===== src/rtl/interval_union_length_top_defines.svh =====
// Assertion macros used by the top-level file, the only one that asserts.
`ifndef INTERVAL_UNION_LENGTH_TOP_DEFINES_SVH
`define INTERVAL_UNION_LENGTH_TOP_DEFINES_SVH

// Same-cycle implication, checked outside reset.
`define IUL_ASSERT_NOW(lbl, ant, cons, msg) \
    lbl: assert property (@(posedge aclk) disable iff (!aresetn) (ant) |-> (cons)) \
        else $error(msg);

// Next-cycle implication, checked outside reset.
`define IUL_ASSERT_NEXT(lbl, ant, cons, msg) \
    lbl: assert property (@(posedge aclk) disable iff (!aresetn) (ant) |=> (cons)) \
        else $error(msg);

`endif


===== src/rtl/iul_pkg.sv =====
`timescale 1ns / 1ps
package iul_pkg;

    localparam logic [1:0] ST_OK    = 2'd0;
    localparam logic [1:0] ST_ORDER = 2'd1;
    localparam logic [1:0] ST_FULL  = 2'd2;

    typedef struct packed {
        logic load;       // capture the incoming item
        logic check;      // record a bad-order or full error
        logic rd_prev;    // read entry pos-1
        logic rd_prev2;   // read entry pos-2
        logic wr_shift;   // move read entry up to pos, step pos down
        logic wr_item;    // write held item at pos, bump count
        logic sw_rd;      // read entry at sweep index, advance it
        logic sw_first;   // open the current span from read data
        logic sw_step;    // merge or close against read data
        logic sw_end;     // close the final span
        logic clear_set;  // drop count, sweep index, error, total
    } cmd_t;

    typedef struct packed {
        logic bad_order;
        logic full;
        logic pos_zero;
        logic pos_one;
        logic prev_gt;    // read entry lower above held lower
        logic last;
        logic err_nz;
        logic count_zero;
        logic more;       // sweep index below count
    } sts_t;

endpackage


===== src/rtl/iul_datapath.sv =====
`timescale 1ns / 1ps
module iul_datapath #(
    parameter int MAX_INTERVALS = 1024,
    parameter int AW = $clog2(MAX_INTERVALS),
    parameter int CW = $clog2(MAX_INTERVALS + 1)
) (
    input  logic                aclk,
    input  logic                aresetn,
    input  logic signed [31:0]  s_lower_bound,
    input  logic signed [31:0]  s_upper_bound,
    input  logic                s_last_interval,
    input  iul_pkg::cmd_t       cmd,
    output iul_pkg::sts_t       sts,
    output logic                ram_wr_en,
    output logic [AW-1:0]       ram_wr_addr,
    output logic [63:0]         ram_wr_data,
    output logic [AW-1:0]       ram_rd_addr,
    input  logic [63:0]         ram_rd_data,
    output logic [31:0]         m_total_length,
    output logic [1:0]          m_status
);

    localparam logic [CW-1:0] MAX_COUNT = CW'(MAX_INTERVALS);

    logic signed [31:0] lo_reg, hi_reg;
    logic               last_reg;
    logic [CW-1:0]      count_reg, count_next;
    logic [CW-1:0]      pos_reg, pos_next;
    logic [CW-1:0]      rd_idx_reg, rd_idx_next;
    logic [1:0]         err_reg, err_next;
    logic [32:0]        total_reg, total_next;
    logic signed [32:0] cur_lo_reg, cur_lo_next, cur_hi_reg, cur_hi_next;
    logic signed [32:0] rd_lo, rd_hi;
    logic [CW-1:0]      pos_m1, pos_m2;
    logic [32:0]        span;

    assign rd_lo  = {ram_rd_data[63], ram_rd_data[63:32]};
    assign rd_hi  = {ram_rd_data[31], ram_rd_data[31:0]};
    assign pos_m1 = pos_reg - CW'(1);
    assign pos_m2 = pos_reg - CW'(2);
    assign span   = 33'(cur_hi_reg - cur_lo_reg);

    always_comb begin
        ram_wr_en   = cmd.wr_shift || cmd.wr_item;
        ram_wr_addr = pos_reg[AW-1:0];
        ram_wr_data = cmd.wr_shift ? ram_rd_data : {lo_reg, hi_reg};
        if (cmd.rd_prev) begin
            ram_rd_addr = pos_m1[AW-1:0];
        end else if (cmd.rd_prev2) begin
            ram_rd_addr = pos_m2[AW-1:0];
        end else begin
            ram_rd_addr = rd_idx_reg[AW-1:0];
        end
    end

    always_comb begin
        count_next  = count_reg;
        pos_next    = pos_reg;
        rd_idx_next = rd_idx_reg;
        err_next    = err_reg;
        total_next  = total_reg;
        cur_lo_next = cur_lo_reg;
        cur_hi_next = cur_hi_reg;
        if (cmd.load) begin
            pos_next = count_reg;
        end
        if (cmd.check && err_reg == iul_pkg::ST_OK) begin
            err_next = (lo_reg > hi_reg) ? iul_pkg::ST_ORDER : iul_pkg::ST_FULL;
        end
        if (cmd.wr_shift) begin
            pos_next = pos_m1;
        end
        if (cmd.wr_item) begin
            count_next = count_reg + CW'(1);
        end
        if (cmd.sw_rd) begin
            rd_idx_next = rd_idx_reg + CW'(1);
        end
        if (cmd.sw_first) begin
            cur_lo_next = rd_lo;
            cur_hi_next = rd_hi;
        end
        if (cmd.sw_step) begin
            if (rd_lo > cur_hi_reg) begin
                total_next  = total_reg + span;
                cur_lo_next = rd_lo;
                cur_hi_next = rd_hi;
            end else if (rd_hi > cur_hi_reg) begin
                cur_hi_next = rd_hi;
            end
        end
        if (cmd.sw_end) begin
            total_next = total_reg + span;
        end
        if (cmd.clear_set) begin
            count_next  = '0;
            rd_idx_next = '0;
            err_next    = iul_pkg::ST_OK;
            total_next  = '0;
        end
    end

    always_ff @(posedge aclk) begin
        if (!aresetn) begin
            count_reg  <= '0;
            rd_idx_reg <= '0;
            err_reg    <= iul_pkg::ST_OK;
            total_reg  <= '0;
        end else begin
            count_reg  <= count_next;
            rd_idx_reg <= rd_idx_next;
            err_reg    <= err_next;
            total_reg  <= total_next;
        end
    end

    always_ff @(posedge aclk) begin
        if (cmd.load) begin
            lo_reg   <= s_lower_bound;
            hi_reg   <= s_upper_bound;
            last_reg <= s_last_interval;
        end
        pos_reg    <= pos_next;
        cur_lo_reg <= cur_lo_next;
        cur_hi_reg <= cur_hi_next;
    end

    always_comb begin
        sts.bad_order  = lo_reg > hi_reg;
        sts.full       = count_reg >= MAX_COUNT;
        sts.pos_zero   = pos_reg == '0;
        sts.pos_one    = pos_reg == CW'(1);
        sts.prev_gt    = $signed(ram_rd_data[63:32]) > lo_reg;
        sts.last       = last_reg;
        sts.err_nz     = err_reg != iul_pkg::ST_OK;
        sts.count_zero = count_reg == '0;
        sts.more       = rd_idx_reg < count_reg;
    end

    assign m_total_length = total_reg[31:0];
    assign m_status       = err_reg;

endmodule


===== config.mk =====
export PLATFORM = sky130hd
export DESIGN_NAME = iul_datapath
export DESIGN_NICKNAME = d
export VERILOG_FILES = /design/src/rtl/interval_union_length_top_defines.svh /design/src/rtl/iul_pkg.sv /design/src/rtl/iul_datapath.sv
export SDC_FILE = /design/constraint.sdc
export NUM_CORES = 1
export LEC_CHECK = 0
export ABC_AREA = 1
export BUFFER_PORTS_ARGS = -buffer_cell sky130_fd_sc_hd__clkbuf_2
export CORE_MARGIN = 2
export CORE_UTILIZATION = 35
export CTS_CLUSTER_DIAMETER = 40
export DETAILED_ROUTE_END_ITERATION = 10
export GPL_ROUTABILITY_DRIVEN = 0
export RECOVER_POWER = 25
export SLEW_MARGIN = 25
export SYNTH_ARGS = -nofsm -noshare
export SYNTH_HDL_FRONTEND = slang
export SYNTH_SLANG_ARGS = --single-unit

===== constraint.sdc =====
create_clock -name aclk -period 6.6 [get_ports aclk]
set_clock_uncertainty 0.2 [all_clocks]
set_input_delay 0.66 -clock aclk [delete_from_list [all_inputs] [get_ports aclk]]
set_output_delay 0.66 -clock aclk [all_outputs]
set_load 0.01 [all_outputs]

# Word-level counts from Yosys, hierarchy flattened

Index checks and enable logic that the tools add are counted.

Flip-flop bits (word level): 199
Bits of input ports: 142
Logic and storage cells: 51

Add/subtract/negate cells: 6
Order comparisons: 6
Equality and inequality tests: 1
Mux-type cells: 16
Bitwise operators: 1
Reductions and logical operators: 11

Operators by type and width:

| cell                  | number |
|---|---|
| $mux 33               | 10 |
| $gt 32x33->1          | 2 |
| $gt 32x32->1          | 2 |
| $mux 64               | 1 |
| $add 33x33->33        | 1 |
| $sub 33x33->33        | 1 |
| $add 11x1->11 const B | 2 |
| $logic_not 11->1      | 2 |
| $mux 11               | 2 |
| $mux 10               | 2 |
| $eq 11x1->1 const B   | 1 |
| $ge 11x11->1 const B  | 1 |
| $lt 11x11->1          | 1 |
| $sub 11x1->11 const B | 1 |
| $sub 10x2->10 const B | 1 |
| $reduce_bool 2->1     | 4 |
| $logic_not 2->1       | 1 |
| $mux 2                | 1 |
| $reduce_and 2->1      | 1 |
| $reduce_or 2->1       | 1 |
| $logic_and 1x1->1     | 1 |
| $logic_or 1x1->1      | 1 |
| $not 1->1             | 1 |

# Longest topological paths before layout

Word-level depth: 5
Depth in mapped cells: 19
Gate-level depth less buffers: 18

# Worst setup path after synthesis

No wires, ideal clock.

Path type: register -> register
Start: reg total_reg[1]
End: reg total_reg[22]
Setup time: 0.114 ns
Arrival: 2.437 ns
Required time: 6.286 ns
Slack: 3.849 ns
Cell stages (with the launch flop): 13
Path buffers: 0
Clock period less this slack: 2.751 ns
Path through: dfxtp_1 inv_1 fa_1 fa_1 nor3_1 nor2_1 o21ai_1 and2_1 nor2_1 nand2_1 nand2_1 nor2_1 nor2_2

Longest elaborated chain between the ends: 4

Ends and longest elaborated chain:

| what                   | RTL line                               | text |
|---|---|---|
| start, declared        | iul_datapath.sv:31                     | `logic [32:0] total_reg, total_next;` |
| start signal, assigned | iul_datapath.sv:113                    | `total_reg <= total_next;` |
| $add 33x33->33 *       | iul_datapath.sv:85, iul_datapath.sv:93 |  |
| $mux 33                | iul_datapath.sv:84                     | `if (rd_lo > cur_hi_reg) begin` |
| $mux 33                | iul_datapath.sv:83                     | `if (cmd.sw_step) begin` |
| $mux 33 *              | iul_datapath.sv:92                     | `if (cmd.sw_end) begin` |

Every way passes the cells marked *; elsewhere a longest branch is shown, timed or not. The select of a mux whose other input is x is not followed.
A chain may end at the register's enable or synchronous reset.

==> flow_metrics.tcl <==
set metrics [dict create \
    vias 14320 \
    end_kind "primary output" \
    path_class "reg2out" \
    dp.cells 2841 \
    drc 0 \
    yosys_warnings 0 \
    synth_top_area_cell "dfxtp_1" \
    grt_max_degree 90 \
    async_flop_share 0 \
    grt_pass1_vias 13620 \
    drive_gt1_frac 0.1657 \
    cts_resized 0 \
    hold_class "in2reg" \
    synth_top_cells_by_area "dfxtp_1 (16%), edfxtp_1 (15%), ha_1 (15%)" \
    drt-met1-wl_mm 22.27 \
    fin_nets 2627 \
    cpPeakStageDelay_ps 540 \
    syn_area_per_cell_um2 7.438 \
    slew_headroom -0.4329 \
    fp.dieW_um 212.5 \
    grt_pass1_wl_mm 74.87 \
    largest_register_ffs 33 \
    clk_pin_slew_ps 70 \
    top_layer_used "met4" \
    synth_cell_types 48 \
    leakagePower_nw 8.943 \
    path_buf_inv 2 \
    dr.first_iter.drc_count 1183 \
    post-route-period-util 0.5782 \
    start_util 0.3539 \
    synth_edf_count 76 \
    num_rows 76 \
    wl_met3_mm 3.074 \
    numPortBuffers 269 \
    postCtsHoldBufs 0 \
    worstPathCellList "ha_1 -> nand2_1 -> nor2_1 -> nand4_1 -> nor4_1 -> nand4_1 -> nand3_1 -> inv_1 -> clkbuf_2" \
    ys_seq_area_frac 0.3093 \
    crit_slowest_cell "nor4_1" \
    final.setup.tns_ps 0 \
    cts_tree "built" \
    setup_viol 0 \
    fmaxAchievable_mhz 262.0 \
    timing_hold_violations_final 0 \
    syn_area_um2 15210 \
    outcome "complete, but fails checks" \
    wl_per_cell_um 16.92 \
    cp.required_ps 5740 \
    ioPinCount 270 \
    die_h_um 212.5 \
    place_area_um2 16940 \
    drt_wl_total_mm 48.63 \
    crit_top_cell "nand4_1" \
    startpoint_type "flop" \
    hpwlAfterDp_mm 39.79 \
    violations "capacitance limit, slew limit" \
    syn_nets 2397 \
    final_cells 2873 \
    cts_root_buffer "clkbuf_16" \
    clkSinkCount 197 \
    first_pass_iters 5 \
    worstMarginPinSlew_ps 2149 \
    gr-usage-all-layers 0.2159 \
    powerDensity_nw_per_um2 352.4 \
    finalPower_w 0.006175 \
    core_area_um2 42980 \
    clk_latency_ps 460 \
    rsz0062_at_grt "false" \
    h-tree-depth 4 \
    detail-route-antenna-nets 0 \
    period_needed_ps 3816 \
    ys.flop_type "dfxtp_1" \
    cp_max_fo 4 \
    areaGrowthSynthToFinish_pct 15.21 \
    cp.arrival_ps 2960 \
    ys_ff_latch 197 \
    detail_route.vias_per_cell 4.984 \
    wl_met2_mm 21.76 \
    netlist_instances 2045 \
    postCtsSetupBuffers 0 \
    dieArea_um2 45140 \
    crit_family "simple AND/OR/NAND/NOR gates" \
    antenna_found_initial 1 \
    maxCapViolCount 1 \
    netlist.area_leader.share 0.1592 \
    nFillCells 4566 \
    ir_drop_uv 223.3 \
    cts_buffer_depth 2 \
    finalMaxSlewViolations 41 \
    finalInstanceArea_um2 17520 \
    cts_inserted_buffers 17 \
    grt_overflow 0 \
]
per-stage QoR:
step	utilization	hold WS (ps)	worst slack, ps
after CTS	0.4079	144.4	2735
after global placement	0.3940	248.2	2926
after global routing	0.4077	152.8	2679
after detailed placement	0.3940	256.9	2798
after floorplan	-	225.8	3849
final	0.4077	170.3	2784
worst reg2reg max path, cell delays in order, from the launching register on:
cell and delay (ps):
dfxtp_1 330, inv_1 130, ha_1 340, nand2_1 70, nor2_1 250, nand4_1 130, nor3b_1 280, nand2_1 90
nand2_1 70, nand2_1 80, nand3_4 420, buf_4 660, nand3_2 150, nand2_1 110, nor2_2 40
where the power goes:
part / leakage (nW) / total, W / internal [W] / switching, W
registers: 1.76 / 0.00159 / 0.00146 / 0.000127
clock network: 0.298 / 0.00106 / 0.000562 / 0.000501
logic: 6.88 / 0.00352 / 0.00120 / 0.00232
metal layers:
layer | global-route usage | up-vias
li1 | - | 7147
met2 | 0.3421 | 533
met4 | 0.08392 | 0
met1 | 0.2946 | 6554
met3 | 0.03383 | 85
met5 | 0 | -
kinds of logic after synthesis:
kind of cell | share of synthesized area
AND/OR/NAND/NOR | 0.2675
adder cells (fa/ha/maj) | 0.1880
AO/OA/AOI/OAI | 0.1100
XOR/XNOR | 0.01900
flip-flops | 0.3093
buffers and inverters | 0.1062
synthesized netlist by cell type, types with 18 or more instances:
cell type,count
ha_1,179
o21ai_0,140
xor2_1,24
dfxtp_1,121
edfxtp_1,76
nand3_2,32
nor3_1,28
fa_1,31
inv_1,313
buf_2,18
clkbuf_1,25
nand4_1,49
nand3_1,87
nor2_2,31
nor2_1,133
a21oi_1,125
nand2_1,523
layout make-up:
cell class	count	area (um2)	share of cell area
Inverter	317	1190	0.06790
Sequential cell	197	4705	0.2685
Clock buffer	21	491.7	0.02806
Multi-Input combinational cell	1464	8894	0.5075
Clock inverter	10	103.9	0.005926
Antenna cell	1	2.502	0.0001428
Timing Repair Buffer	278	1406	0.08025
Tap cell	585	732.0	0.04177
worst paths after layout:
path	start	cells after the start	to	slack [ps]
worst max register to register	cur_hi_reg[4]	14	total_reg[5]	3140
worst min-delay path	s_upper_bound[21]	1	hi_reg[21]	170
worst min register to register	rd_idx_reg[10]	1	rd_idx_reg[10]	260
worst max-delay path	lo_reg[31]	9	sts[8]	2780
layout by cell type (no fill, tap or decap), drive strengths merged, types with 9 or more instances in the layout:
cell type / count
ha: 179
xnor2: 9
nand4: 49
fa: 31
a21oi: 126
nand2: 525
nand3: 122
o21ai: 145
buf: 10
xor2: 24
edfxtp: 76
dfxtp: 121
nor3: 29
nor2: 165
clkbuf: 289
inv: 318
(Power assumes the default switching activity.)
