--- src/rtl/interval_union_length_top_defines.svh ---
// Assertion macros used by the top-level file, the only one that asserts.
`ifndef INTERVAL_UNION_LENGTH_TOP_DEFINES_SVH
`define INTERVAL_UNION_LENGTH_TOP_DEFINES_SVH

// Same-cycle implication, checked outside reset.
`define IUL_ASSERT_NOW(lbl, ant, cons, msg) \
    lbl: assert property (@(posedge aclk) disable iff (!aresetn) (ant) |-> (cons)) \
        else $error(msg);

// Next-cycle implication, checked outside reset.
`define IUL_ASSERT_NEXT(lbl, ant, cons, msg) \
    lbl: assert property (@(posedge aclk) disable iff (!aresetn) (ant) |=> (cons)) \
        else $error(msg);

`endif

--- src/rtl/iul_pkg.sv ---
`timescale 1ns / 1ps
package iul_pkg;

    localparam logic [1:0] ST_OK    = 2'd0;
    localparam logic [1:0] ST_ORDER = 2'd1;
    localparam logic [1:0] ST_FULL  = 2'd2;

    typedef struct packed {
        logic load;       // capture the incoming item
        logic check;      // record a bad-order or full error
        logic rd_prev;    // read entry pos-1
        logic rd_prev2;   // read entry pos-2
        logic wr_shift;   // move read entry up to pos, step pos down
        logic wr_item;    // write held item at pos, bump count
        logic sw_rd;      // read entry at sweep index, advance it
        logic sw_first;   // open the current span from read data
        logic sw_step;    // merge or close against read data
        logic sw_end;     // close the final span
        logic clear_set;  // drop count, sweep index, error, total
    } cmd_t;

    typedef struct packed {
        logic bad_order;
        logic full;
        logic pos_zero;
        logic pos_one;
        logic prev_gt;    // read entry lower above held lower
        logic last;
        logic err_nz;
        logic count_zero;
        logic more;       // sweep index below count
    } sts_t;

endpackage

--- src/rtl/iul_ctrl.sv ---
`timescale 1ns / 1ps
module iul_ctrl (
    input  logic          aclk,
    input  logic          aresetn,
    input  logic          s_valid,
    output logic          s_ready,
    output logic          m_valid,
    input  logic          m_ready,
    input  iul_pkg::sts_t sts,
    output iul_pkg::cmd_t cmd
);

    typedef enum logic [3:0] {
        S_IDLE, S_CHECK, S_CMP, S_PUT, S_FIN, S_SW_FIRST, S_SW_LOOP, S_SW_END, S_OUT
    } state_t;

    state_t state_reg, state_next;
    logic   s_ready_reg, s_ready_next;
    logic   m_valid_reg, m_valid_next;

    always_comb begin
        state_next   = state_reg;
        s_ready_next = s_ready_reg;
        m_valid_next = m_valid_reg;
        cmd          = '0;
        case (state_reg)
            S_IDLE: begin
                if (s_valid && s_ready_reg) begin
                    cmd.load     = 1'b1;
                    s_ready_next = 1'b0;
                    state_next   = S_CHECK;
                end
            end
            S_CHECK: begin
                if (sts.bad_order || sts.full) begin
                    cmd.check  = 1'b1;
                    state_next = S_FIN;
                end else if (sts.pos_zero) begin
                    cmd.wr_item = 1'b1;
                    state_next  = S_FIN;
                end else begin
                    cmd.rd_prev = 1'b1;
                    state_next  = S_CMP;
                end
            end
            S_CMP: begin
                if (sts.prev_gt) begin
                    cmd.wr_shift = 1'b1;
                    if (sts.pos_one) begin
                        state_next = S_PUT;
                    end else begin
                        cmd.rd_prev2 = 1'b1;
                    end
                end else begin
                    cmd.wr_item = 1'b1;
                    state_next  = S_FIN;
                end
            end
            S_PUT: begin
                cmd.wr_item = 1'b1;
                state_next  = S_FIN;
            end
            S_FIN: begin
                if (!sts.last) begin
                    s_ready_next = 1'b1;
                    state_next   = S_IDLE;
                end else if (sts.err_nz || sts.count_zero) begin
                    m_valid_next = 1'b1;
                    state_next   = S_OUT;
                end else begin
                    cmd.sw_rd  = 1'b1;
                    state_next = S_SW_FIRST;
                end
            end
            S_SW_FIRST: begin
                cmd.sw_first = 1'b1;
                if (sts.more) begin
                    cmd.sw_rd  = 1'b1;
                    state_next = S_SW_LOOP;
                end else begin
                    state_next = S_SW_END;
                end
            end
            S_SW_LOOP: begin
                cmd.sw_step = 1'b1;
                if (sts.more) begin
                    cmd.sw_rd = 1'b1;
                end else begin
                    state_next = S_SW_END;
                end
            end
            S_SW_END: begin
                cmd.sw_end   = 1'b1;
                m_valid_next = 1'b1;
                state_next   = S_OUT;
            end
            S_OUT: begin
                if (m_ready) begin
                    cmd.clear_set = 1'b1;
                    m_valid_next  = 1'b0;
                    s_ready_next  = 1'b1;
                    state_next    = S_IDLE;
                end
            end
            default: begin
                state_next   = S_IDLE;
                s_ready_next = 1'b1;
                m_valid_next = 1'b0;
            end
        endcase
    end

    always_ff @(posedge aclk) begin
        if (!aresetn) begin
            state_reg   <= S_IDLE;
            s_ready_reg <= 1'b1;
            m_valid_reg <= 1'b0;
        end else begin
            state_reg   <= state_next;
            s_ready_reg <= s_ready_next;
            m_valid_reg <= m_valid_next;
        end
    end

    assign s_ready = s_ready_reg;
    assign m_valid = m_valid_reg;

endmodule

--- config.mk ---
export PLATFORM = sky130hd
export DESIGN_NAME = iul_ctrl
export DESIGN_NICKNAME = d
export VERILOG_FILES = /design/src/rtl/interval_union_length_top_defines.svh /design/src/rtl/iul_pkg.sv /design/src/rtl/iul_ctrl.sv
export SDC_FILE = /design/constraint.sdc
export NUM_CORES = 1
export LEC_CHECK = 0
export BUFFER_PORTS_ARGS = -buffer_cell sky130_fd_sc_hd__buf_2
export CAP_MARGIN = 15
export CORE_AREA = 2 2 39 41
export CTS_CLUSTER_SIZE = 12
export DETAILED_ROUTE_END_ITERATION = 8
export DIE_AREA = 0 0 41 43
export GPL_TIMING_DRIVEN = 1
export MAX_ROUTING_LAYER = met4
export PLACE_DENSITY = 0.71
export SETUP_SLACK_MARGIN = 0.5
export SKIP_CTS_REPAIR_TIMING = 1
export SYNTH_ARGS = -nofsm -noshare
export SYNTH_HDL_FRONTEND = slang
export SYNTH_SLANG_ARGS = --single-unit
--- constraint.sdc ---
create_clock -name aclk -period 4.05 [get_ports aclk]
set_clock_uncertainty 0.2 [all_clocks]
set_input_delay 0.81 -clock aclk [delete_from_list [all_inputs] [get_ports aclk]]
set_output_delay 0.81 -clock aclk [all_outputs]
set_load 0.05 [all_outputs]
# Yosys cells after proc, flatten, opt, wreduce, memory -nomap -nowiden
# Cells that the tools add are included.
# word_totals
ff_bits,6
inputBits,13
output_inout_bits,13
word_cells,71
# classes
n_eq_ne,15
muxes,41
n_bitwise,2
reduce_logical,10
# op_table
cell,n
4-bit one-hot mux with 9 select lines,1
4-bit 2-to-1 mux,8
1-bit 2-to-1 mux,24
4-bit by 3-bit equality test with 1-bit output (second input constant),4
2-bit inequality test (second input constant),6
4-bit AND reduction,3
6-bit OR reduction,2
4-bit by 2-bit equality test with 1-bit output (second input constant),2
1-bit one-hot mux with 4 select lines,2
2-bit 2-to-1 mux,3
4-bit by 1-bit equality test with 1-bit output (second input constant),1
4-bit equality test (second input constant),1
4-bit logical NOT,1
3-bit 2-to-1 mux,1
3-bit inequality test (second input constant),1
1-bit one-hot mux with 3 select lines,1
1-bit logical OR,2
1-bit NOT,2
1-bit one-hot mux with 2 select lines,1
2-bit OR reduction,1
1-bit logical AND,1

# Depth between registers and ports, before layout
# Gate-level depths: netlist of the first run.
# depth
ltp_word,4
mapped_depth,5
depth_no_buf,4

# Worst setup path before layout of the first run
# No wires, ideal clock.
# synth_timing
kind,input port to output port
startpoint,input port sts[7] (netlist bit)
endpoint,output port cmd[5] (netlist bit)
t_arrival_ns,2.511
required_time_ns,3.040
path_slack_ns,0.529
path_stages,3
n_path_buf,0
path_cell_list,nor2_1 > a21oi_1 > nor4_1
# synth_lines
item,line_no,rtl
from (decl),iul_ctrl.sv:9,"input iul_pkg::sts_t sts,"
to (decl),iul_ctrl.sv:10,output iul_pkg::cmd_t cmd

==> results of run 1 <==
[through the flow]
| step | instances | cell area, sq um | hold WS (ns) | utilization |
|---|---|---|---|---|
| 4_1_cts | 112 | 659 | 0.258 | 0.476 |
| 3_5_place_dp | 109 | 637 | 0.252 | 0.460 |
| 6_report | 112 | 659 | 0.253 | 0.476 |
| 2_1_floorplan | 72 | 509 | 0.381 | - |
| 5_1_grt | 112 | 659 | 0.296 | 0.476 |
| 3_3_place_gp | 109 | 637 | 0.249 | 0.460 |
[worst max-delay path, delay by kind of cell (launching register included)]
family | cells | cell delay, ns
simple gates | 3 | 0.65
buf+inv | 1 | 0.33
flops | 1 | 0.58
[kinds of logic (layout without fill, tap and decap cells)]
kind of cell / count (synthesis) / count (layout) / synth area share
buf+inv: 5 / 29 / 0.0418
compound gates: 18 / 18 / 0.263
flops: 6 / 6 / 0.236
simple gates: 43 / 43 / 0.459
[Yosys cell counts (all sizes together)]
| master | number | area share |
|---|---|---|
| nor2 | 10 | 0.074 |
| a21oi | 7 | 0.069 |
| nand2 | 7 | 0.052 |
| dfxtp | 6 | 0.24 |
| nand2b | 4 | 0.049 |
| nand3 | 4 | 0.039 |
| nor3 | 4 | 0.039 |
| nor2b | 3 | 0.037 |
| o21ai | 3 | 0.029 |
| and3 | 2 | 0.025 |
| buf | 2 | 0.020 |
| clkbuf | 2 | 0.015 |
| nand3b | 2 | 0.029 |
| nor4 | 2 | 0.025 |
| a2111oi | 1 | 0.054 |
| a31o | 1 | 0.017 |
| a31oi | 1 | 0.012 |
| and4 | 1 | 0.017 |
| and4b | 1 | 0.020 |
| inv | 1 | 0.0074 |
| nor3b | 1 | 0.015 |
| nor4b | 1 | 0.017 |
| o2111ai | 1 | 0.017 |
| o211ai | 1 | 0.015 |
| o21a | 1 | 0.015 |
| o2bb2ai | 1 | 0.017 |
| o311ai | 1 | 0.017 |
| or3 | 1 | 0.022 |
[final cells by class]
class,count,share of cell area
Clock buffer,3,0.0342
Timing Repair Buffer,25,0.190
Sequential cell,6,0.182
Inverter,1,0.00569
Multi-Input combinational cell,61,0.558
Tap cell,16,0.0304
[worst max path at each step]
stage | from | slack (ns) | end | depth (start not counted)
finish | state_reg[1] | 1.24 | cmd[7] | 4
global route | state_reg[1] | 1.11 | cmd[7] | 4
floorplan | sts[7] | 0.53 | cmd[5] | 3
CTS | state_reg[1] | 1.22 | cmd[7] | 4
global placement | sts[1] | 1.29 | cmd[4] | 5
detailed placement | sts[1] | 1.27 | cmd[4] | 5
[where the power goes]
group | leakage [nW] | switching [mW] | internal (mW)
Combinational | 0.233 | 0.0814 | 0.0460
Sequential | 0.0491 | 0.0190 | 0.0674
Clock | 0.0138 | 0.0186 | 0.0333
Total | 0.296 | 0.119 | 0.147
[layer usage]
layer / vias up / track usage / part of all wire
met5: - / - / 0
met4: 0 / 0.140 / 0.027
met3: 4 / 0.0157 / 0.056
met2: 20 / 0.238 / 0.43
met1: 258 / 0.219 / 0.49
li1: 314 / - / -
==> impl_metrics.csv, run 1 <==
group,metric,value,unit
run_status,status,"finished clean",
global_route,antenna_found_initial,0,
final_layout,final_common_cell,"buf_2",
routing,vias_per_cell,5.32,
sta,hold_viol,0,
final_layout,area.sequential,120,sq um
global_route,grtUsageTotal,0.173,
placed_design,pre_cts_ws,1.27,ns
clock_tree,cts_tree,"built",
yosys,yosysWarnings,0,
sta,fmax,356,MHz
sta,tightest_slew,0.460,ns
hold_path,hold_end,"m_valid",
hold_path,hold_class,"reg2reg",
floorplan,start_util,0.368,
worst_setup_path,crit_path_cell_trace,"nor2b_1 -> and3_1 -> nor2b_1 -> buf_2",
sta,setup_viol,0,
power,ir_drop,0.185,mV
routing,wire_per_inst,11.2,um
yosys,synth-seq-cells,6,
floorplan,fp.dieW,41,um
floorplan,die_y,43,um
final_layout,largest_reg_flops,4,
sta,rsz0062_at_grt,"false",
yosys,synth_cell_type_count,28,
global_route,grt_pass1_wl,1990,um
final_layout,final_layout_size_suffix_gt1_frac,0.313,
sta,final_max_slew_viol_count,0,
placed_design,port_buffers,25,
final_layout,fill_cells,154,
power,power,0.266,mW
clock_tree,clk_latency,0.24,ns
global_route,grt_max_degree,17,
global_route,grt_pass1_vias,489,
worst_setup_path,cpMaxStageDelayCell,"dfxtp_1",
sta,final.setup.tns,0,ns
power,p_per_area,403,nW/um^2
routing,drt-total-wl,1260,um
final_layout,multiInputGateArea,368,sq um
routing,num_vias,596,
floorplan,io_pins,26,
worst_setup_path,worstSetupPathType,"reg2out",
routing,drt_first_pass_iters,4,
routing,drcViolationCount,0,
hold_path,holdCritStartpoint,"m_valid",
worst_setup_path,cp-end-kind,"output pin",
clock_tree,cts_max_level,1,
clock_tree,clk_pin_slew,0.04,ns
floorplan,row_count,14,
yosys,syn_area,509,sq um
yosys,syn_inst,72,
routing,dr.first_iter.drc_count,10,
final_layout,nets,111,
worst_setup_path,crit_path_frequent_cell,"nor2b_1",
worst_setup_path,arrival,1.80,ns
sta,relSlewSlack,0.693,
final_layout,final_cell_mix,"buf_2 (25), nor2_1 (10), nand2_1 (7), a21oi_1 (7), dfxtp_1 (6)",
sta,min_period_over_period,0.693,
power,leakagePower,0.296,nW
worst_setup_path,crit_required,3.04,ns
worst_setup_path,rr_worst_depth,4,
job,cap_violations,0,
clock_tree,clockBufferDepth,2,
worst_setup_path,critical_path.startpoint_type,"flip-flop",
placed_design,place.gp.congestion,0.797,
placed_design,dp_hpwl,996,um
worst_setup_path,reg2reg_from,"state_reg[1]",
clock_tree,clock-sinks,6,
worst_setup_path,cpPeakStageDelay,0.58,ns
clock_tree,cts_root_buffer,"clkbuf_4",
worst_setup_path,crit_fanout,15,
sta,setup_slack,1.24,ns
floorplan,core,1380,sq um
sta,post-route-min-period,2.81,ns
clock_tree,cts_buffers,3,
hold_path,hold_path_depth,2,
final_layout,area.growth.synth_to_final,29.5,%
global_route,grt.overflow.total,0,
yosys,synth.avg_cell_area,7.07,sq um
worst_setup_path,r2r-end,"state_reg[0]",
worst_setup_path,r2r_slack,2.22,ns
routing,drtAntennaViolNets,0,
yosys,synth_seq_area_share,0.236,
yosys,syn_nets,85,
final_layout,num_antenna_cells,0,
floorplan,die_area,1760,sq um
(Power assumes the default switching activity.)
==> inputs of run 2 (changes only) <==
Clock period 4.05 ns to 2.8 ns, I/O delays scaled along.
==> run 2 against run 1 <==
Total power up 50%. Via count increased by 1.5%. Sequential share of layout area about the same. Combinational power grew 54%. Routed wire length is 2.7% higher. Worst hold slack improved by 0.0042 ns. Critical endpoint is now cmd[10]. Largest cell class unchanged.
==> impl_metrics.csv, run 2 (synthesis results as in run 1) <==
group,metric,value,unit
hold_path,hold_class,"reg2reg",
hold_path,hold_path_depth,2,
worst_setup_path,r2r_slack,1.14,ns
placed_design,pre_cts_ws,0.544,ns
global_route,grt_max_degree,17,
worst_setup_path,crit_path_cell_trace,"or3_4 -> nor3_2 -> clkbuf_4",
floorplan,io_pins,26,
power,p_per_area,560,nW/um^2
power,leakagePower,0.307,nW
worst_setup_path,crit_fanout,13,
sta,setup_slack,0.584,ns
worst_setup_path,critical_path.startpoint_type,"flip-flop",
job,cap_violations,0,
floorplan,die_y,43,um
sta,final.setup.tns,0,ns
sta,rsz0062_at_grt,"false",
clock_tree,clockBufferDepth,2,
worst_setup_path,cpMaxStageDelayCell,"or3_4",
final_layout,final_cell_mix,"buf_2 (22), nor2_1 (8), nand2_1 (7), a21oi_1 (7), clkbuf_4 (6)",
sta,post-route-min-period,2.22,ns
hold_path,holdCritStartpoint,"m_valid",
sta,hold_viol,0,
sta,fmax,451,MHz
worst_setup_path,critPathTopFamily,"simple AND/OR/NAND/NOR gates",
clock_tree,cts_buffers,3,
routing,dr.first_iter.drc_count,10,
worst_setup_path,reg2reg_from,"state_reg[0]",
worst_setup_path,rr_worst_depth,3,
global_route,grt_pass1_wl,1960,um
routing,drcViolationCount,0,
global_route,antenna_found_initial,0,
floorplan,core,1380,sq um
global_route,grt.overflow.total,0,
routing,drt_first_pass_iters,4,
worst_setup_path,arrival,1.46,ns
final_layout,post-route-util,0.516,
floorplan,start_util,0.368,
final_layout,fin_area,714,sq um
final_layout,nets,112,
final_layout,largest_reg_flops,4,
routing,wl_met1,592,um
worst_setup_path,cpPeakStageDelay,0.43,ns
floorplan,die_area,1760,sq um
clock_tree,cts_tree,"built",
clock_tree,clk_latency,0.24,ns
routing,drtAntennaViolNets,0,
placed_design,place.gp.congestion,0.807,
floorplan,row_count,14,
clock_tree,cts_root_buffer,"clkbuf_4",
routing,wire_per_inst,11.4,um
clock_tree,clock-sinks,6,
routing,drt-total-wl,1290,um
sta,min_period_over_period,0.791,
run_status,status,"finished clean",
clock_tree,cts_max_level,1,
final_layout,final_common_cell,"buf_2",
worst_setup_path,worstSetupPathType,"reg2out",
hold_path,hold_end,"m_valid",
worst_setup_path,cp_num_buf_inv,1,
placed_design,port_buffers,25,
placed_design,dpl_cell_area,662,sq um
sta,tightest_slew,0.318,ns
final_layout,final_layout_size_suffix_gt1_frac,0.423,
routing,top_layer,"met3",
final_layout,num_antenna_cells,0,
sta,final_max_slew_viol_count,0,
routing,num_vias,605,
global_route,grtUsageTotal,0.166,
sta,relSlewSlack,0.787,
routing,met2_length,611,um
routing,dr_wl_met3,87,um
global_route,grt_pass1_vias,487,
placed_design,dp_hpwl,1040,um
worst_setup_path,r2r-end,"state_reg[0]",
routing,vias_per_cell,5.35,
final_layout,area.growth.synth_to_final,40.3,%
floorplan,fp.dieW,41,um
clock_tree,clk_pin_slew,0.04,ns
worst_setup_path,cp-end-kind,"output pin",
sta,setup_viol,0,
worst_setup_path,crit_required,2.04,ns
power,ir_drop,0.281,mV
power,power,0.400,mW
## run 2: cell types whose count changed in the layout (fill, tap and decap cells not counted), sizes merged
cell	delta
clkbuf	+3
buf	-2
## run 2: worst max path at each step
stage / startpoint / endpoint / slack, ns / depth (start not counted)
after global routing: state_reg[3] / cmd[4] / 0.50 / 4
after CTS: state_reg[2] / cmd[4] / 0.33 / 4
after floorplan: sts[7] / cmd[5] / 0.31 / 3
after detailed placement: sts[1] / cmd[4] / 0.54 / 5
final: state_reg[0] / cmd[10] / 0.58 / 3
after global placement: sts[1] / cmd[4] / 0.53 / 5
## run 2: cell type report
class | count | area (sq um)
clock buffer | 3 | 22.5
fill | 158 | 669
inverter | 1 | 3.75
multi-input combinational | 61 | 398
sequential | 6 | 130
tap | 16 | 20.0
timing repair buffer | 26 | 140
## run 2: layer usage
metal,global-route usage,vias to the layer above
met2,0.244,16
li1,-,319
met1,0.210,270
met4,0.0800,0
met3,0.0314,0
met5,-,-
## run 2: worst reg2reg max path, cell delays in order, from the launching register on
cell,delay (ns)
dfxtp_2,0.38
or3_4,0.43
a31o_1,0.22
a2111oi_4,0.33
## run 2: stage by stage
step                      cells  hold slack, ns
after floorplan              72           0.381
after global placement      109           0.249
after detailed placement    109           0.258
after CTS                   112           0.265
after global routing        113           0.291
final                       113           0.258
## run 2: power breakdown
part           switching, mW  internal (mW)  leakage, nW  total (mW)
Clock                 0.0269         0.0482       0.0138      0.0751
Combinational          0.122         0.0732        0.241       0.196
Sequential            0.0299         0.0993       0.0514       0.129
Total                  0.179          0.221        0.307       0.400
==> inputs of run 3 (changes only) <==
Settings changed: CORE_AREA 2 2 39 41 to default, CORE_UTILIZATION from default to 38, DIE_AREA 0 0 41 43 to default, PLACE_DENSITY 0.71 to 0.73.
Clock period 2.8 ns to 1.8 ns, I/O delays scaled along.
==> run 3 against run 2 <==
The flow now stops in global routing. Synthesized cell count unchanged. Synthesized area is the same.
==> impl_metrics.csv, run 3 <==
group,metric,value,unit
sta,worst-ep-kind,"output port",
run_status,stop_stage,"global routing",
clock_tree,clock-sinks,6,
yosys,yosysMostFrequentCell,"nor2_1",
yosys,synth_ff_type,"dfxtp_1",
sta,worst_endpoint,"cmd[10]",
yosys,yosys.area.top_type,"dfxtp_1",
placed_design,port_buffers,25,
clock_tree,clockBufferDepth,2,
yosys,syn_area,509,sq um
floorplan,fp.dieW,38.6,um
global_route,antenna_found_initial,0,
placed_design,dpl_cell_area,893,sq um
floorplan,start_util,0.435,
yosys,netlist.area_leader.share,0.236,
yosys,synth_seq_area_share,0.236,
placed_design,place.gp.congestion,0.824,
clock_tree,cts_buffers,3,
yosys,synth_area_leaders,"dfxtp_1 (24%), nor2_1 (7.4%), a21oi_1 (6.9%)",
global_route,grt_max_degree,15,
yosys,synth_edf_count,0,
yosys,yosysWarnings,0,
yosys,synth_cell_type_count,28,
clock_tree,cts_max_level,1,
yosys,asyncSetResetFlopFracSynth,0,
yosys,syn_inst,72,
floorplan,row_count,12,
placed_design,dp_hpwl,1270,um
yosys,synth-seq-cells,6,
yosys,syn_nets,85,
yosys,synth.avg_cell_area,7.07,sq um
floorplan,io_pins,26,
floorplan,die_y,38.6,um
clock_tree,cts_root_buffer,"clkbuf_4",
run_status,stop_error,"[ERROR DPL-0033] detailed placement checks failed during check placement.",
run_status,status,"did not finish",
yosys,yosys-top-cells-count,"nor2_1 (10), a21oi_1 (7), nand2_1 (7)",
-- run 3: cell counts after synthesis --
Identical to the previous run, type by type.
-- run 3: logic make-up after synthesis --
kind of cell,Yosys count,share of synthesized area
flip-flops,6,0.236
AND/OR/NAND/NOR,43,0.459
buffers and inverters,5,0.0418
AO/OA/AOI/OAI,18,0.263
-- run 3: metrics by stage --
| step | TNS (ns) | util | std cells | worst slack (ns) |
|---|---|---|---|---|
| after floorplan | 0 | - | 72 | 0.0733 |
| after global placement | -0.0707 | 0.763 | 125 | -0.0441 |
| after detailed placement | -0.131 | 0.763 | 125 | -0.0693 |
| after CTS | -2.46 | 0.782 | 128 | -0.341 |
==> inputs of run 4 (changes only) <==
Settings changed: CORE_AREA from default to 2 2 63 65, CORE_UTILIZATION 38 to default, CTS_CLUSTER_SIZE 12 to default, DIE_AREA from default to 0 0 65 67, MAX_ROUTING_LAYER met4 to default, PLACE_DENSITY 0.73 to default, PLACE_DENSITY_LB_ADDON from default to 0.15, SETUP_SLACK_MARGIN 0.5 to default.
Clock period 1.8 ns to 2.3 ns, I/O delays scaled along.
==> run 4 against run 3 <==
The run now ends clean.
==> impl_metrics.csv, run 4 (synthesis results as in run 1) <==
group,metric,value,unit
floorplan,die_area,4360,sq um
final_layout,post-route-util,0.222,
floorplan,fp.dieW,65,um
global_route,grt_max_degree,14,
worst_setup_path,worstSetupPathType,"reg2out",
final_layout,num_antenna_cells,0,
power,p_per_area,714,nW/um^2
clock_tree,clk_latency,0.22,ns
worst_setup_path,reg2reg_from,"state_reg[0]",
worst_setup_path,cp_num_buf_inv,2,
sta,post-route-min-period,2.22,ns
clock_tree,clock-sinks,6,
hold_path,hold_class,"reg2reg",
worst_setup_path,cpPeakStageDelay,0.35,ns
routing,vias_per_cell,4.17,
final_layout,final_common_cell,"buf_2",
final_layout,final_layout_size_suffix_gt1_frac,0.402,
global_route,grt_pass1_wl,2660,um
clock_tree,cts_root_buffer,"clkbuf_8",
routing,wire_per_inst,11.4,um
placed_design,dp_hpwl,1400,um
worst_setup_path,cp-end-kind,"output pin",
worst_setup_path,critPathTopFamily,"simple AND/OR/NAND/NOR gates",
sta,rsz0062_at_grt,"true",
routing,drt-total-wl,1710,um
final_layout,final_cell_mix,"buf_2 (23), nor2_1 (10), nand2_1 (7), a21oi_1 (7), buf_4 (7)",
hold_path,holdCritStartpoint,"m_valid",
global_route,grtUsageTotal,0.0822,
worst_setup_path,crit_required,1.64,ns
floorplan,core,3610,sq um
routing,drt_first_pass_iters,4,
routing,drcViolationCount,0,
sta,fmax,450,MHz
worst_setup_path,arrival,1.56,ns
final_layout,fin_cells,150,
global_route,antenna_found_initial,0,
sta,setup_slack,0.0783,ns
power,leakagePower,0.340,nW
routing,dr.first_iter.drc_count,21,
floorplan,row_count,22,
final_layout,largest_reg_flops,4,
clock_tree,clockBufferDepth,2,
clock_tree,clk_pin_slew,0.04,ns
routing,drtAntennaViolNets,0,
run_status,status,"finished clean",
sta,min_period_over_period,0.966,
floorplan,io_pins,26,
worst_setup_path,cpMaxStageDelayCell,"dfxtp_2",
final_layout,area.growth.synth_to_final,57.5,%
sta,setup_viol,0,
sta,relSlewSlack,0.721,
placed_design,port_buffers,25,
clock_tree,cts_buffers,3,
sta,tightest_slew,0.417,ns
worst_setup_path,crit_path_cell_trace,"buf_4 -> nor2_1 -> nand3_1 -> nand2_1 -> buf_2",
worst_setup_path,crit_fanout,9,
power,ir_drop,0.301,mV
routing,num_vias,626,
clock_tree,cts_tree,"built",
global_route,grt_pass1_vias,591,
floorplan,die_y,67,um
sta,final_max_slew_viol_count,0,
job,cap_violations,0,
sta,hold_viol,0,
placed_design,place.gp.congestion,0.731,
placed_design,dpl.cell_count,147,
floorplan,start_util,0.141,
clock_tree,cts_max_level,1,
final_layout,nets,117,
placed_design,pre_cts_ws,0.264,ns
worst_setup_path,crit_start,"state_reg[1]",
global_route,grt.overflow.total,0,
worst_setup_path,critical_path.startpoint_type,"flip-flop",
-- run 4: layer usage --
| layer | track usage | vias to the layer above | wire (um) | share of wire |
|---|---|---|---|---|
| li1 | - | 327 | - | - |
| met1 | 0.110 | 276 | 847 | 0.49 |
| met2 | 0.115 | 18 | 706 | 0.41 |
| met3 | 0.0253 | 5 | 124 | 0.072 |
| met4 | 0.0479 | 0 | 34 | 0.020 |
| met5 | 0 | - | 0 | 0 |
-- run 4: layout make-up --
type | instances | area [sq um]
flip-flops and latches | 6 | 121
well taps | 48 | 60.1
inverters | 1 | 3.75
fillers | 414 | 2800
clock buffers | 3 | 41.3
multi-input cells | 61 | 397
repair buffers | 31 | 179
-- run 4: path summary, 6_finish.rpt --
check / end / slack, ns / cells after the start
min: m_valid / 0.26 / 2
max reg2reg: state_reg[0] / 0.49 / 4
min reg2reg: m_valid / 0.26 / 2
max: cmd[4] / 0.08 / 5
-- run 4: worst reg2reg max path: cells and delay by family, from the launching register on --
kind | cells | cell delay, ns
compound gates | 2 | 0.59
flops | 1 | 0.57
simple gates | 2 | 0.37
-- run 4: report_power, final --
group | switching, mW | internal, mW
logic | 0.166 | 0.101
clock network | 0.0461 | 0.112
registers | 0.0287 | 0.119
-- run 4: stage by stage --
step / power [mW] / hold WS (ns) / area (sq um) / TNS [ns]
after floorplan: 0.340 / 0.351 / 538 / -0.000114
after global placement: 0.412 / 0.252 / 751 / 0
after detailed placement: 0.409 / 0.264 / 751 / 0
after CTS: 0.574 / 0.268 / 792 / 0
after global routing: 0.610 / 0.299 / 802 / -0.0107
final: 0.573 / 0.259 / 802 / 0
